## src/sv/lcabl_pkg.sv

```systemverilog
// lcabl_pkg: types, codes and microprogram for the binary lifting lca block
package lcabl_pkg;

  localparam int NODE_W        = 10;
  localparam int CMD_W         = 2;
  localparam int MAX_NODES_DEF = 1024;
  localparam int LEVELS_DEF    = 10;
  localparam logic [NODE_W-1:0] NODE_COUNT_RST = 10'd1023;

  typedef enum logic [CMD_W-1:0] {
    CMD_LOAD  = 2'd0,
    CMD_BUILD = 2'd1,
    CMD_QUERY = 2'd2,
    CMD_NONE  = 2'd3
  } cmd_t;

  localparam logic KIND_BUILD = 1'b0;
  localparam logic KIND_QUERY = 1'b1;

  typedef struct packed {
    logic [CMD_W-1:0]  cmd;
    logic [NODE_W-1:0] node_a;
    logic [NODE_W-1:0] node_b;
    logic [NODE_W-1:0] node_depth_in;
  } in_req_t;

  typedef struct packed {
    logic              kind;
    logic [NODE_W-1:0] ancestor;
  } out_req_t;

  typedef enum logic [4:0] {
    OP_NOP,
    OP_LOAD_WR,
    OP_RD_DEP_U,
    OP_DU_RD_DEP_V,
    OP_DV_LD,
    OP_SWAP_DIFF,
    OP_LIFT_RD,
    OP_V_LD,
    OP_EQ_PREP,
    OP_RD_U_L,
    OP_AU_RD_V_L,
    OP_LVL_STEP,
    OP_RD_U_0,
    OP_RES_LD,
    OP_EMIT_QRY,
    OP_BUILD_INIT,
    OP_RD_I_JM1,
    OP_RD_P_JM1,
    OP_BUILD_WR,
    OP_EMIT_BLD
  } op_t;

  typedef enum logic [2:0] {
    CND_ALWAYS,
    CND_DISPATCH,
    CND_DIFF_ZERO,
    CND_U_EQ_V,
    CND_LVL_NZ,
    CND_LAST_ZERO,
    CND_BUILD_MORE,
    CND_OUT_BUSY
  } cond_t;

  typedef logic [4:0] upc_t;

  localparam upc_t UPC_IDLE   = 5'd0;
  localparam upc_t UPC_LOAD   = 5'd1;
  localparam upc_t UPC_Q0     = 5'd2;
  localparam upc_t UPC_Q1     = 5'd3;
  localparam upc_t UPC_Q2     = 5'd4;
  localparam upc_t UPC_Q3     = 5'd5;
  localparam upc_t UPC_Q4     = 5'd6;
  localparam upc_t UPC_Q5     = 5'd7;
  localparam upc_t UPC_Q6     = 5'd8;
  localparam upc_t UPC_Q7     = 5'd9;
  localparam upc_t UPC_Q8     = 5'd10;
  localparam upc_t UPC_Q9     = 5'd11;
  localparam upc_t UPC_Q10    = 5'd12;
  localparam upc_t UPC_Q11    = 5'd13;
  localparam upc_t UPC_EMIT_Q = 5'd14;
  localparam upc_t UPC_B0     = 5'd15;
  localparam upc_t UPC_B1     = 5'd16;
  localparam upc_t UPC_B2     = 5'd17;
  localparam upc_t UPC_B3     = 5'd18;
  localparam upc_t UPC_EMIT_B = 5'd19;

  typedef struct packed {
    op_t   op;
    cond_t cond;
    upc_t  jmp;
    upc_t  nxt;
  } uword_t;

  typedef struct packed {
    op_t  op;
    logic take;
  } ctrl_t;

  typedef struct packed {
    logic diff_zero;
    logic u_eq_v;
    logic lvl_nz;
    logic last_zero;
    logic build_more;
    logic out_busy;
  } status_t;

  function automatic uword_t ucode_rom(input upc_t s);
    uword_t w;
    unique case (s)
      UPC_IDLE:   w = '{op: OP_NOP,         cond: CND_DISPATCH,   jmp: UPC_IDLE,   nxt: UPC_IDLE};
      UPC_LOAD:   w = '{op: OP_LOAD_WR,     cond: CND_ALWAYS,     jmp: UPC_IDLE,   nxt: UPC_IDLE};
      UPC_Q0:     w = '{op: OP_RD_DEP_U,    cond: CND_ALWAYS,     jmp: UPC_Q1,     nxt: UPC_Q1};
      UPC_Q1:     w = '{op: OP_DU_RD_DEP_V, cond: CND_ALWAYS,     jmp: UPC_Q2,     nxt: UPC_Q2};
      UPC_Q2:     w = '{op: OP_DV_LD,       cond: CND_ALWAYS,     jmp: UPC_Q3,     nxt: UPC_Q3};
      UPC_Q3:     w = '{op: OP_SWAP_DIFF,   cond: CND_ALWAYS,     jmp: UPC_Q4,     nxt: UPC_Q4};
      UPC_Q4:     w = '{op: OP_LIFT_RD,     cond: CND_DIFF_ZERO,  jmp: UPC_Q6,     nxt: UPC_Q5};
      UPC_Q5:     w = '{op: OP_V_LD,        cond: CND_ALWAYS,     jmp: UPC_Q4,     nxt: UPC_Q4};
      UPC_Q6:     w = '{op: OP_EQ_PREP,     cond: CND_U_EQ_V,     jmp: UPC_EMIT_Q, nxt: UPC_Q7};
      UPC_Q7:     w = '{op: OP_RD_U_L,      cond: CND_ALWAYS,     jmp: UPC_Q8,     nxt: UPC_Q8};
      UPC_Q8:     w = '{op: OP_AU_RD_V_L,   cond: CND_ALWAYS,     jmp: UPC_Q9,     nxt: UPC_Q9};
      UPC_Q9:     w = '{op: OP_LVL_STEP,    cond: CND_LVL_NZ,     jmp: UPC_Q7,     nxt: UPC_Q10};
      UPC_Q10:    w = '{op: OP_RD_U_0,      cond: CND_ALWAYS,     jmp: UPC_Q11,    nxt: UPC_Q11};
      UPC_Q11:    w = '{op: OP_RES_LD,      cond: CND_ALWAYS,     jmp: UPC_EMIT_Q, nxt: UPC_EMIT_Q};
      UPC_EMIT_Q: w = '{op: OP_EMIT_QRY,    cond: CND_OUT_BUSY,   jmp: UPC_EMIT_Q, nxt: UPC_IDLE};
      UPC_B0:     w = '{op: OP_BUILD_INIT,  cond: CND_LAST_ZERO,  jmp: UPC_EMIT_B, nxt: UPC_B1};
      UPC_B1:     w = '{op: OP_RD_I_JM1,    cond: CND_ALWAYS,     jmp: UPC_B2,     nxt: UPC_B2};
      UPC_B2:     w = '{op: OP_RD_P_JM1,    cond: CND_ALWAYS,     jmp: UPC_B3,     nxt: UPC_B3};
      UPC_B3:     w = '{op: OP_BUILD_WR,    cond: CND_BUILD_MORE, jmp: UPC_B1,     nxt: UPC_EMIT_B};
      UPC_EMIT_B: w = '{op: OP_EMIT_BLD,    cond: CND_OUT_BUSY,   jmp: UPC_EMIT_B, nxt: UPC_IDLE};
      default:    w = '{op: OP_NOP,         cond: CND_ALWAYS,     jmp: UPC_IDLE,   nxt: UPC_IDLE};
    endcase
    return w;
  endfunction

endpackage

```

## src/sv/lcabl_useq.sv

```systemverilog
// lcabl_useq: step counter, microprogram lookup and jump logic
module lcabl_useq (
  input  logic                      clk,
  input  logic                      rst_n,
  input  logic                      in_valid,
  input  logic [lcabl_pkg::CMD_W-1:0] in_cmd,
  input  lcabl_pkg::status_t        stat,
  output logic                      in_ready,
  output lcabl_pkg::ctrl_t          ctrl
);

  lcabl_pkg::upc_t   upc_r;
  lcabl_pkg::upc_t   upc_nxt;
  lcabl_pkg::uword_t uw;
  logic              taken;

  always_ff @(posedge clk) begin
    if (!rst_n) begin
      upc_r <= lcabl_pkg::UPC_IDLE;
    end else begin
      upc_r <= upc_nxt;
    end
  end

  always_comb begin
    uw       = lcabl_pkg::ucode_rom(upc_r);
    in_ready = (uw.cond == lcabl_pkg::CND_DISPATCH);
    taken    = 1'b0;
    unique case (uw.cond)
      lcabl_pkg::CND_ALWAYS:     taken = 1'b1;
      lcabl_pkg::CND_DISPATCH:   taken = 1'b0;
      lcabl_pkg::CND_DIFF_ZERO:  taken = stat.diff_zero;
      lcabl_pkg::CND_U_EQ_V:     taken = stat.u_eq_v;
      lcabl_pkg::CND_LVL_NZ:     taken = stat.lvl_nz;
      lcabl_pkg::CND_LAST_ZERO:  taken = stat.last_zero;
      lcabl_pkg::CND_BUILD_MORE: taken = stat.build_more;
      lcabl_pkg::CND_OUT_BUSY:   taken = stat.out_busy;
      default:                   taken = 1'b1;
    endcase
    upc_nxt = taken ? uw.jmp : uw.nxt;
    if (in_ready) begin
      upc_nxt = lcabl_pkg::UPC_IDLE;
      if (in_valid) begin
        unique case (lcabl_pkg::cmd_t'(in_cmd))
          lcabl_pkg::CMD_LOAD:  upc_nxt = lcabl_pkg::UPC_LOAD;
          lcabl_pkg::CMD_BUILD: upc_nxt = lcabl_pkg::UPC_B0;
          lcabl_pkg::CMD_QUERY: upc_nxt = lcabl_pkg::UPC_Q0;
          default:              upc_nxt = lcabl_pkg::UPC_IDLE;
        endcase
      end
    end
    ctrl.op   = uw.op;
    ctrl.take = in_valid && in_ready;
  end

endmodule

```

## config.mk

```make
export PLATFORM = sky130hd
export DESIGN_NAME = lcabl_useq
export DESIGN_NICKNAME = d
export VERILOG_FILES = /design/src/sv/lcabl_pkg.sv /design/src/sv/lcabl_useq.sv
export SDC_FILE = /design/constraint.sdc
export NUM_CORES = 1
export LEC_CHECK = 0
export ABC_AREA = 1
export BUFFER_PORTS_ARGS = -buffer_cell sky130_fd_sc_hd__buf_2
export CAP_MARGIN = 0
export CORE_MARGIN = 3
export CORE_UTILIZATION = 55
export CTS_CLUSTER_DIAMETER = 50
export DETAILED_ROUTE_END_ITERATION = 8
export GPL_TIMING_DRIVEN = 1
export PLACE_DENSITY_LB_ADDON = 0.08
export SYNTH_ARGS = -nofsm -noshare
export SYNTH_HDL_FRONTEND = slang
export SYNTH_SLANG_ARGS = --single-unit
export TNS_END_PERCENT = 20
```

## constraint.sdc

```tcl
create_clock -name clk -period 2.29 [get_ports clk]
set_input_delay 0.1145 -clock clk [delete_from_list [all_inputs] [get_ports clk]]
set_output_delay 0.1145 -clock clk [all_outputs]
set_load 0.02 [all_outputs]
```

==> results of run 1 <==
-- repair_timing --
action | in CTS | in global routing
endpoints found under the setup margin | 0 | 1
resized for setup | 0 | 3
hold buffers | 0 | 0
-- layout make-up --
| class | instances | area share [%] |
|---|---|---|
| Sequential cell | 5 | 9.20 |
| Tap cell | 24 | 2.73 |
| Inverter | 22 | 7.95 |
| Multi-Input combinational cell | 121 | 69.3 |
| Clock buffer | 4 | 2.39 |
| Timing Repair Buffer | 18 | 8.41 |
-- power by group --
group	switching [mW]	leakage [nW]	internal (mW)
clock network	0.0377	0.0150	0.0660
logic	0.617	0.565	0.322
registers	0.0418	0.0412	0.110
total	0.696	0.621	0.498
-- worst max-delay path, cell delays in order, from the launching register on --
cell and delay, ns:
dfxtp_1 0.42, inv_2 0.13, ha_1 0.25, nand2_1 0.10
nand3_1 0.07, nand2_1 0.15, and2_2 0.19, nand3_4 0.11
inv_2 0.08, nand2_1 0.06, inv_2 0.06, buf_2 0.15
-- cell usage in the layout (no fill, tap or decap), types with 2 or more instances in the layout --
master,n
a21oi_1,9
buf_2,17
clkbuf_4,3
dfxtp_1,4
ha_1,10
inv_1,13
inv_2,6
inv_4,2
nand2_1,36
nand2_4,5
nand3_1,23
nand3_2,3
nand3_4,2
nor2_1,10
o211ai_1,3
o21ai_0,6
-- metrics by stage --
step / power (mW) / hold slack [ns]
4_1_cts: 1.19 / 0.124
6_report: 1.19 / 0.122
3_3_place_gp: 1.06 / 0.368
3_5_place_dp: 1.08 / 0.374
2_1_floorplan: 0.882 / 0.238
5_1_grt: 1.31 / 0.129
-- synth_stat cells --
library cell and number:
o211ai_1 3, buf_2 1, o21ai_2 1, inv_4 2, inv_2 4, clkinv_1 1
nand3_1 23, o221ai_1 1, nand3_2 3, nor2_4 1, o21ai_0 6, nand2_2 1
a311oi_1 1, nand4_2 1, nor3_1 1, inv_1 15, a21oi_1 9, o211ai_2 1
nand3_4 2, nor2_1 10, a22o_1 1, and2_2 1, nand2_4 5, buf_6 1
nand4_4 1, nand2_1 36, ha_1 10, dfxtp_1 5, buf_4 1, nor2_2 1
or2_1 1, a211oi_1 1
-- cell families (layout without fill, tap and decap cells) --
logic type	after synthesis	count (layout)
simple gates	87	87
buf+inv	25	44
compound gates	24	24
fa+ha+maj	10	10
flops	5	5
-- how the worst max path moves through the flow --
stage          cells past startpoint  slack (ns)  startpoint       end
2_1_floorplan                     12        0.34   flip-flop  upc_r[2]
3_3_place_gp                      16        0.30   flip-flop  upc_r[0]
3_5_place_dp                      16        0.26   flip-flop  upc_r[0]
4_1_cts                           11         0.1   flip-flop   ctrl[0]
5_1_grt                           11        0.01    upc_r[0]   ctrl[0]
6_report                          11        0.18    upc_r[0]   ctrl[0]
-- per-layer routing --
layer	vias up	wire, µm	global-route usage, %	share of wire (%)
met2	22	1170	39.8	50
met1	465	1040	29.6	45
met3	5	83	3.32	3.6
met4	0	27	6.99	1.2
met5	-	0	0	0
li1	548	-	-	-
==> results.json, run 1 <==
{
  "final_nets": 192,
  "syn_nets": 172,
  "drtIter0Drc": 21,
  "yosys_warnings": 0,
  "rrSetupSlack_ns": 0.32,
  "dp_hpwl_um": 1880,
  "reg2reg_to": "upc_r[0]",
  "grt_pass1_wl_um": 3770,
  "ys_types": 32,
  "synth_area_um2": 975,
  "placed_area_um2": 1070,
  "synth_top_area_share_pct": 13.9,
  "period_minus_slack_ns": 2.11,
  "yosys.area_share.xor_xnor_pct": 0,
  "diodes": 0,
  "slew_headroom_pct": 68.9,
  "nFillCells": 150,
  "ant_nets": 0,
  "multi_input_area_um2": 763,
  "synth-adder-area-share_pct": 12.8,
  "cts_root_buffer": "clkbuf_4",
  "syn_inst": 151,
  "worst_pin_slew_ns": 0.466,
  "ios": 18,
  "max-cap-violations": 0,
  "final_core_util_pct": 69.1,
  "outcome": "finished, final reports clean",
  "setup.worst_path.end_class": "output port",
  "die_x_um": 48.1,
  "grt.overflow.total": 0,
  "stdcell_count": 194,
  "finalHoldViolCount": 0,
  "synth_area_leaders": "nand2_1 14%, ha_1 13%, nand3_1 12%",
  "rsz0062_at_grt": "no",
  "setup-tns-final_ns": 0,
  "final_area_um2": 1100,
  "postCtsSetupRepairBufs": 0,
  "clkLatencyLatePin_ns": 0.25,
  "crit_fanout": 9,
  "pre_cts_ws_ns": 0.256,
  "wl_um": 2320,
  "portBuffers": 17,
  "syn_avg_cell_area_um2": 6.45,
  "worstHoldStart": "rst_n",
  "first_global_vias": 877,
  "hp-class": "input port to flip-flop",
  "seq_area_frac_synth_pct": 10.3,
  "area_delta_synth_final_pct": 13.0,
  "drive_gt1_share_pct": 28.2,
  "setup.worst_path.start_class": "flip-flop",
  "die-area_um2": 2310,
  "reg2reg_from": "upc_r[0]",
  "gp_congestion": 0.972,
  "synth_top_family_by_area": "simple AND/OR/NAND/NOR gates",
  "synth_seq_cells": 5,
  "cp.arrival_ns": 2.00,
  "min_path_cells": 3,
  "synthMuxAreaShare_pct": 0,
  "slew_violations": 0,
  "wire_per_inst_um": 11.9,
  "register_area_um2": 101,
  "cts_tree": "yes",
  "worst_slack_ns": 0.177,
  "cts_buffer_depth": 2,
  "grt_max_degree": 15,
  "synth_compound_area_share_pct": 15.7,
  "setup_viol": 0,
  "drtPass1Iterations": 4,
  "track_usage_pct": 23.1,
  "synth-simple-area-share_pct": 49.8,
  "fin_worst_skew_ns": 0.00230,
  "htreeDepth": 1,
  "rows": 14,
  "powerDensity_nw_per_um2": 1080,
  "cts.sinks": 5,
  "core_um2": 1590,
  "ff2ff_path_depth": 16,
  "drc": 0,
  "critPathRequiredTime_ns": 2.18,
  "post-place-cells": 190,
  "cts_buffers": 3,
  "fin_crit_sh_pct": 92.3,
  "fmax_mhz": 473,
  "num_vias": 1040,
  "peakVddDrop_v": 0.000624,
  "path_class": "flip-flop to output port",
  "initial_core_util_pct": 61.1,
  "viasPerCell": 5.36,
  "synth_top_cell_by_area": "nand2_1",
  "antenna_found_initial": 0,
  "p_leak_nw": 0.621,
  "path_clk_slew_ns": 0.04,
  "die_h_um": 48.1
}
Note: power is estimated with default switching activity, not from simulation.
==> run 2: changes to the inputs <==
Settings changed: ABC_AREA 1 to 0, CORE_ASPECT_RATIO from default to 0.7, CORE_UTILIZATION 55 to 56.
==> results.json, run 2 <==
{
  "cts.sinks": 5,
  "initial_core_util_pct": 63.8,
  "final_area_um2": 1330,
  "grt_max_degree": 30,
  "p_sw_mw": 0.632,
  "synth_area_leaders": "ha_1 11%, dfxtp_1 9.2%, a21oi_1 6.0%",
  "syn_inst": 145,
  "cp_top_family": "simple AND/OR/NAND/NOR gates",
  "drive_gt1_share_pct": 35.8,
  "die_h_um": 43.0,
  "ys.flop_type": "dfxtp_1",
  "pre_cts_ws_ns": -0.0241,
  "path_cells": "inv_2, ha_4, or3b_4, o211a_1, or3_4, inv_2, and2_2, buf_4",
  "p_comb_share_pct": 81.1,
  "num_vias": 1213,
  "routed-wl-met3_um": 261,
  "p_seq_share_pct": 10.3,
  "final_core_util_pct": 77.7,
  "peakVddDrop_v": 0.000652,
  "die_x_um": 58.8,
  "clkLatencyLatePin_ns": 0.25,
  "synthTopCellsByCount": "15 x nand2_1, 13 x a21oi_1, 10 x ha_1",
  "setup_viol": 0,
  "routed-wl-met2_um": 1290,
  "htreeDepth": 1,
  "ctsHoldBuffers": 0,
  "critPathRequiredTime_ns": 2.18,
  "ys_types": 54,
  "placed_area_um2": 1260,
  "async_flop_share_pct": 0,
  "slew_headroom_pct": 71.9,
  "antenna_found_initial": 0,
  "cts_root_buffer": "clkbuf_4",
  "synth_edf_count": 0,
  "area_delta_synth_final_pct": 21.8,
  "path_class": "flip-flop to output port",
  "die-area_um2": 2520,
  "core_um2": 1710,
  "yosysMostFrequentCell": "nand2_1",
  "path_clk_slew_ns": 0.05,
  "gp_congestion": 0.970,
  "setup.worst_path.end_class": "output port",
  "viasPerCell": 6.25,
  "first_global_vias": 1085,
  "met1Wirelength_um": 1480,
  "synth_area_um2": 1090,
  "drtPass1Iterations": 4,
  "rsz0062_at_grt": "yes",
  "ios": 18,
  "slew_violations": 0,
  "drtIter0Drc": 84,
  "p_clk_share_pct": 8.6,
  "syn_avg_cell_area_um2": 7.53,
  "wl_um": 3070,
  "max-cap-violations": 0,
  "track_usage_pct": 25.6,
  "fmax_mhz": 439,
  "cts_buffer_depth": 2,
  "synth_top_cell_by_area": "ha_1",
  "power.total_mw": 1.28,
  "fin_crit_sh_pct": 99.6,
  "grt.overflow.total": 0,
  "synth_seq_cells": 5,
  "outcome": "finished, final reports clean",
  "crit_fanout": 6,
  "portBuffers": 17,
  "cts_tree": "yes",
  "rows": 12,
  "mostFrequentLayoutCells": "16 x buf_2, 16 x buf_4, 15 x nand2_1",
  "cp_num_buf_inv": 3,
  "cts_buffers": 3,
  "crit_path_frequent_cell": "inv_2",
  "holdWs_ns": 0.139,
  "drc": 0,
  "switching_share_pct": 49.3,
  "p_leak_nw": 0.600,
  "ant_nets": 0,
  "finalHoldViolCount": 0,
  "syn_nets": 166,
  "seq_area_frac_synth_pct": 9.16,
  "p_int_mw": 0.650,
  "worst_path_max_delay_cell": "or3b_4",
  "worst_pin_slew_ns": 0.421,
  "final_nets": 195,
  "nFillCells": 135,
  "grt_pass1_wl_um": 5050,
  "hp-class": "input port to flip-flop",
  "yosys_warnings": 0,
  "slowest_delay_ns": 0.39,
  "powerDensity_nw_per_um2": 964,
  "worst_slack_ns": 0.0103,
  "period_minus_slack_ns": 2.28,
  "wire_per_inst_um": 15.8,
  "highest_layer": "met4",
  "setup.worst_path.start_class": "flip-flop",
  "fin_worst_skew_ns": 0.000848,
  "synth_top_area_share_pct": 11.5,
  "diodes": 0,
  "cp.arrival_ns": 2.17,
  "dp_hpwl_um": 2330
}
[run 2: changes by cell type in the layout (fill, tap and decap cells not counted), sizes merged, moves of 4 or more]
cell,previous run,this run
a21oi,9,17
buf,18,33
inv,21,10
mux2i,0,6
nand2,42,15
nand2b,0,5
nand3,28,6
nor2b,0,5
o21ai,7,11
[run 2: per-layer routing]
layer | up-vias | GRT usage (%)
li1 | 580 | -
met1 | 568 | 36.7
met2 | 59 | 37.0
met3 | 6 | 6.08
met4 | 0 | 7.69
met5 | - | 0
[run 2: metrics by stage]
stage	setup TNS (ns)	std cells
6_report	0	194
3_3_place_gp	0	186
2_1_floorplan	0	145
4_1_cts	0	191
5_1_grt	-0.123	194
3_5_place_dp	-0.0241	186
[run 2: power by group through the flow]
stage / logic (mW) / registers [mW] / clock network (mW)
2_1_floorplan: 0.748 / 0.126 / 0
3_3_place_gp: 0.954 / 0.129 / 0
3_5_place_dp: 0.972 / 0.130 / 0
4_1_cts: 0.985 / 0.130 / 0.112
5_1_grt: 1.13 / 0.136 / 0.119
6_report: 1.04 / 0.133 / 0.110
[run 2: worst reg2reg max path: stages, from the launching register on]
cell	delay (ns)
dfxtp_1	0.38
ha_1	0.27
mux2i_1	0.12
o32a_1	0.33
a22o_1	0.22
mux2i_4	0.27
mux2_1	0.35
nor2_1	0.13
a211oi_2	0.06
[run 2: final timing paths]
| check | from | endpoint | slack [ns] | cells past startpoint |
|---|---|---|---|---|
| worst min-delay path | rst_n | flip-flop | 0.14 | 2 |
| worst min register to register | upc_r[2] | upc_r[4] | 0.82 | 4 |
| worst max register to register | upc_r[0] | upc_r[0] | 0.04 | 8 |
| worst max-delay path | upc_r[0] | ctrl[0] | 0.01 | 8 |
[run 2: repair_timing]
action                                  in CTS  in global routing
pin swaps                                    1                  2
endpoints found under the setup margin       2                  5
buffers inserted                             1                  3
gates resized for setup                      2                  4
[run 2: final cells by class]
class | instances | area [µm²] | share of cell area, %
Multi-Input combinational cell | 121 | 916 | 68.9
Timing Repair Buffer | 33 | 220 | 16.6
Sequential cell | 5 | 101 | 7.62
Inverter | 10 | 40.0 | 3.01
Clock buffer | 4 | 26.3 | 1.98
Tap cell | 21 | 26.3 | 1.98
[run 2: logic make-up after synthesis]
kind of cell               synth area share (%)
adders and majority gates                  11.5
muxes                                      7.67
AOI/OAI and AO/OA                          33.4
and+or+nand+nor                            28.2
buffers and inverters                      9.28
DFF                                        9.16
xor gates and xnor gates                  0.802
==> run 3: changes to the inputs <==
Settings changed: MAX_ROUTING_LAYER from default to met4.
==> results.json, run 3 (synthesized netlist as in run 2, its figures left out) <==
{
  "ctsHoldBuffers": 0,
  "hp-class": "input port to flip-flop",
  "holdWs_ns": 0.137,
  "htreeDepth": 1,
  "drc": 0,
  "period_minus_slack_ns": 2.26,
  "nFillCells": 117,
  "p_leak_nw": 0.619,
  "powerDensity_nw_per_um2": 1030,
  "ios": 18,
  "p_comb_share_pct": 82.7,
  "path_class": "flip-flop to output port",
  "viasPerCell": 6.16,
  "setup-tns-final_ns": 0,
  "track_usage_pct": 25.5,
  "worstHoldStart": "rst_n",
  "p_clk_share_pct": 7.6,
  "peakVddDrop_v": 0.000768,
  "cts_tree": "yes",
  "setup.worst_path.start_class": "flip-flop",
  "finalHoldViolCount": 0,
  "cts_buffers": 3,
  "fin_worst_skew_ns": 0.000696,
  "die_h_um": 43.0,
  "cts.sinks": 5,
  "rows": 12,
  "slew_violations": 0,
  "fmax_mhz": 442,
  "die-area_um2": 2520,
  "cp.arrival_ns": 2.15,
  "wire_per_inst_um": 16.7,
  "drive_gt1_share_pct": 40.6,
  "area_delta_synth_final_pct": 26.9,
  "mostFrequentLayoutCells": "17 x buf_4, 16 x buf_2, 15 x nand2_1",
  "portBuffers": 17,
  "dp_hpwl_um": 2360,
  "grt_pass1_wl_um": 4770,
  "clkLatencyLatePin_ns": 0.26,
  "layout_commonest_cell": "buf_4",
  "final_nets": 197,
  "p_sw_mw": 0.686,
  "outcome": "finished, final reports clean",
  "fin_crit_sh_pct": 98.7,
  "drtPass1Iterations": 4,
  "grt_max_degree": 30,
  "cts_root_buffer": "clkbuf_4",
  "reg2reg_from": "upc_r[0]",
  "stdcell_count": 196,
  "post-place-cells": 184,
  "max-cap-violations": 0,
  "core_um2": 1710,
  "crit_fanout": 6,
  "p_int_mw": 0.742,
  "slew_headroom_pct": 71.5,
  "die_x_um": 58.8,
  "antenna_found_initial": 0,
  "gp_congestion": 0.965,
  "first_global_vias": 1013,
  "initial_core_util_pct": 63.8,
  "wl_um": 3270,
  "critPathRequiredTime_ns": 2.18,
  "setup_viol": 0,
  "grt.overflow.total": 0,
  "setup.worst_path.end_class": "output port",
  "p_seq_share_pct": 9.7,
  "drtIter0Drc": 41,
  "ant_nets": 0,
  "diodes": 0,
  "rsz0062_at_grt": "yes",
  "worst_pin_slew_ns": 0.427,
  "num_vias": 1208,
  "switching_share_pct": 48.1,
  "cts_buffer_depth": 2,
  "path_clk_slew_ns": 0.04
}
## run 3: changes by cell type in the layout (fill, tap and decap cells not counted), sizes merged
cell	before	now
buf	33	35
## run 3: worst max-delay path, cell delays in order, from the launching register on
cell,delay [ns]
dfxtp_4,0.36
inv_4,0.08
ha_4,0.16
or3b_4,0.39
o211a_1,0.14
or3_4,0.43
inv_2,0.08
and2_4,0.14
buf_6,0.11
## run 3: cell type report
class	count	area [µm²]	share of cell area, %
repair buffers	35	239	17.2
flip-flops and latches	5	106	7.67
well taps	21	26.3	1.90
clock buffers	4	26.3	1.90
inverters	10	42.5	3.07
multi-input cells	121	946	68.2
## run 3: what timing repair did
action | in CTS | in global routing
endpoints found under the setup margin | 5 | 5
gates resized for setup | 2 | 16
pin swaps | 1 | 5
setup buffers | 2 | 6
hold endpoints to repair | 0 | 0
## run 3: per-stage QoR
stage	worst slack [ns]	cell area, µm²	utilization, %	power, mW
floorplan	0.0159	1110	-	0.875
global placement	0.0262	1240	72.5	1.07
detailed placement	-0.0414	1240	72.5	1.09
CTS	0.00312	1280	75.1	1.22
global route	-0.0324	1390	81.0	1.51
finish	0.0291	1390	81.0	1.43
## run 3: per-layer routing
metal | track usage, % | wire length, µm | share of wire [%] | vias to the layer above
li1 | - | - | - | 585
met1 | 34.1 | 1520 | 46 | 551
met2 | 38.1 | 1440 | 44 | 62
met3 | 5.78 | 254 | 7.8 | 10
met4 | 7.69 | 54 | 1.7 | 0
met5 | - | 0 | 0 | -
## run 3: power by group through the flow
stage                     Clock, mW  Sequential [mW]  Combinational, mW
after floorplan                   0            0.126              0.748
after global placement            0            0.129              0.942
after detailed placement          0            0.130              0.962
after CTS                     0.106            0.129              0.989
after global routing          0.119            0.141               1.25
final                         0.109            0.138               1.18
## run 3: path summary, 6_finish.rpt
path / to / slack, ns / cells past startpoint
setup / recovery: ctrl[0] / 0.03 / 8
hold / removal: flip-flop / 0.14 / 2
setup reg to reg: upc_r[0] / 0.08 / 8
hold reg to reg: upc_r[3] / 0.83 / 4
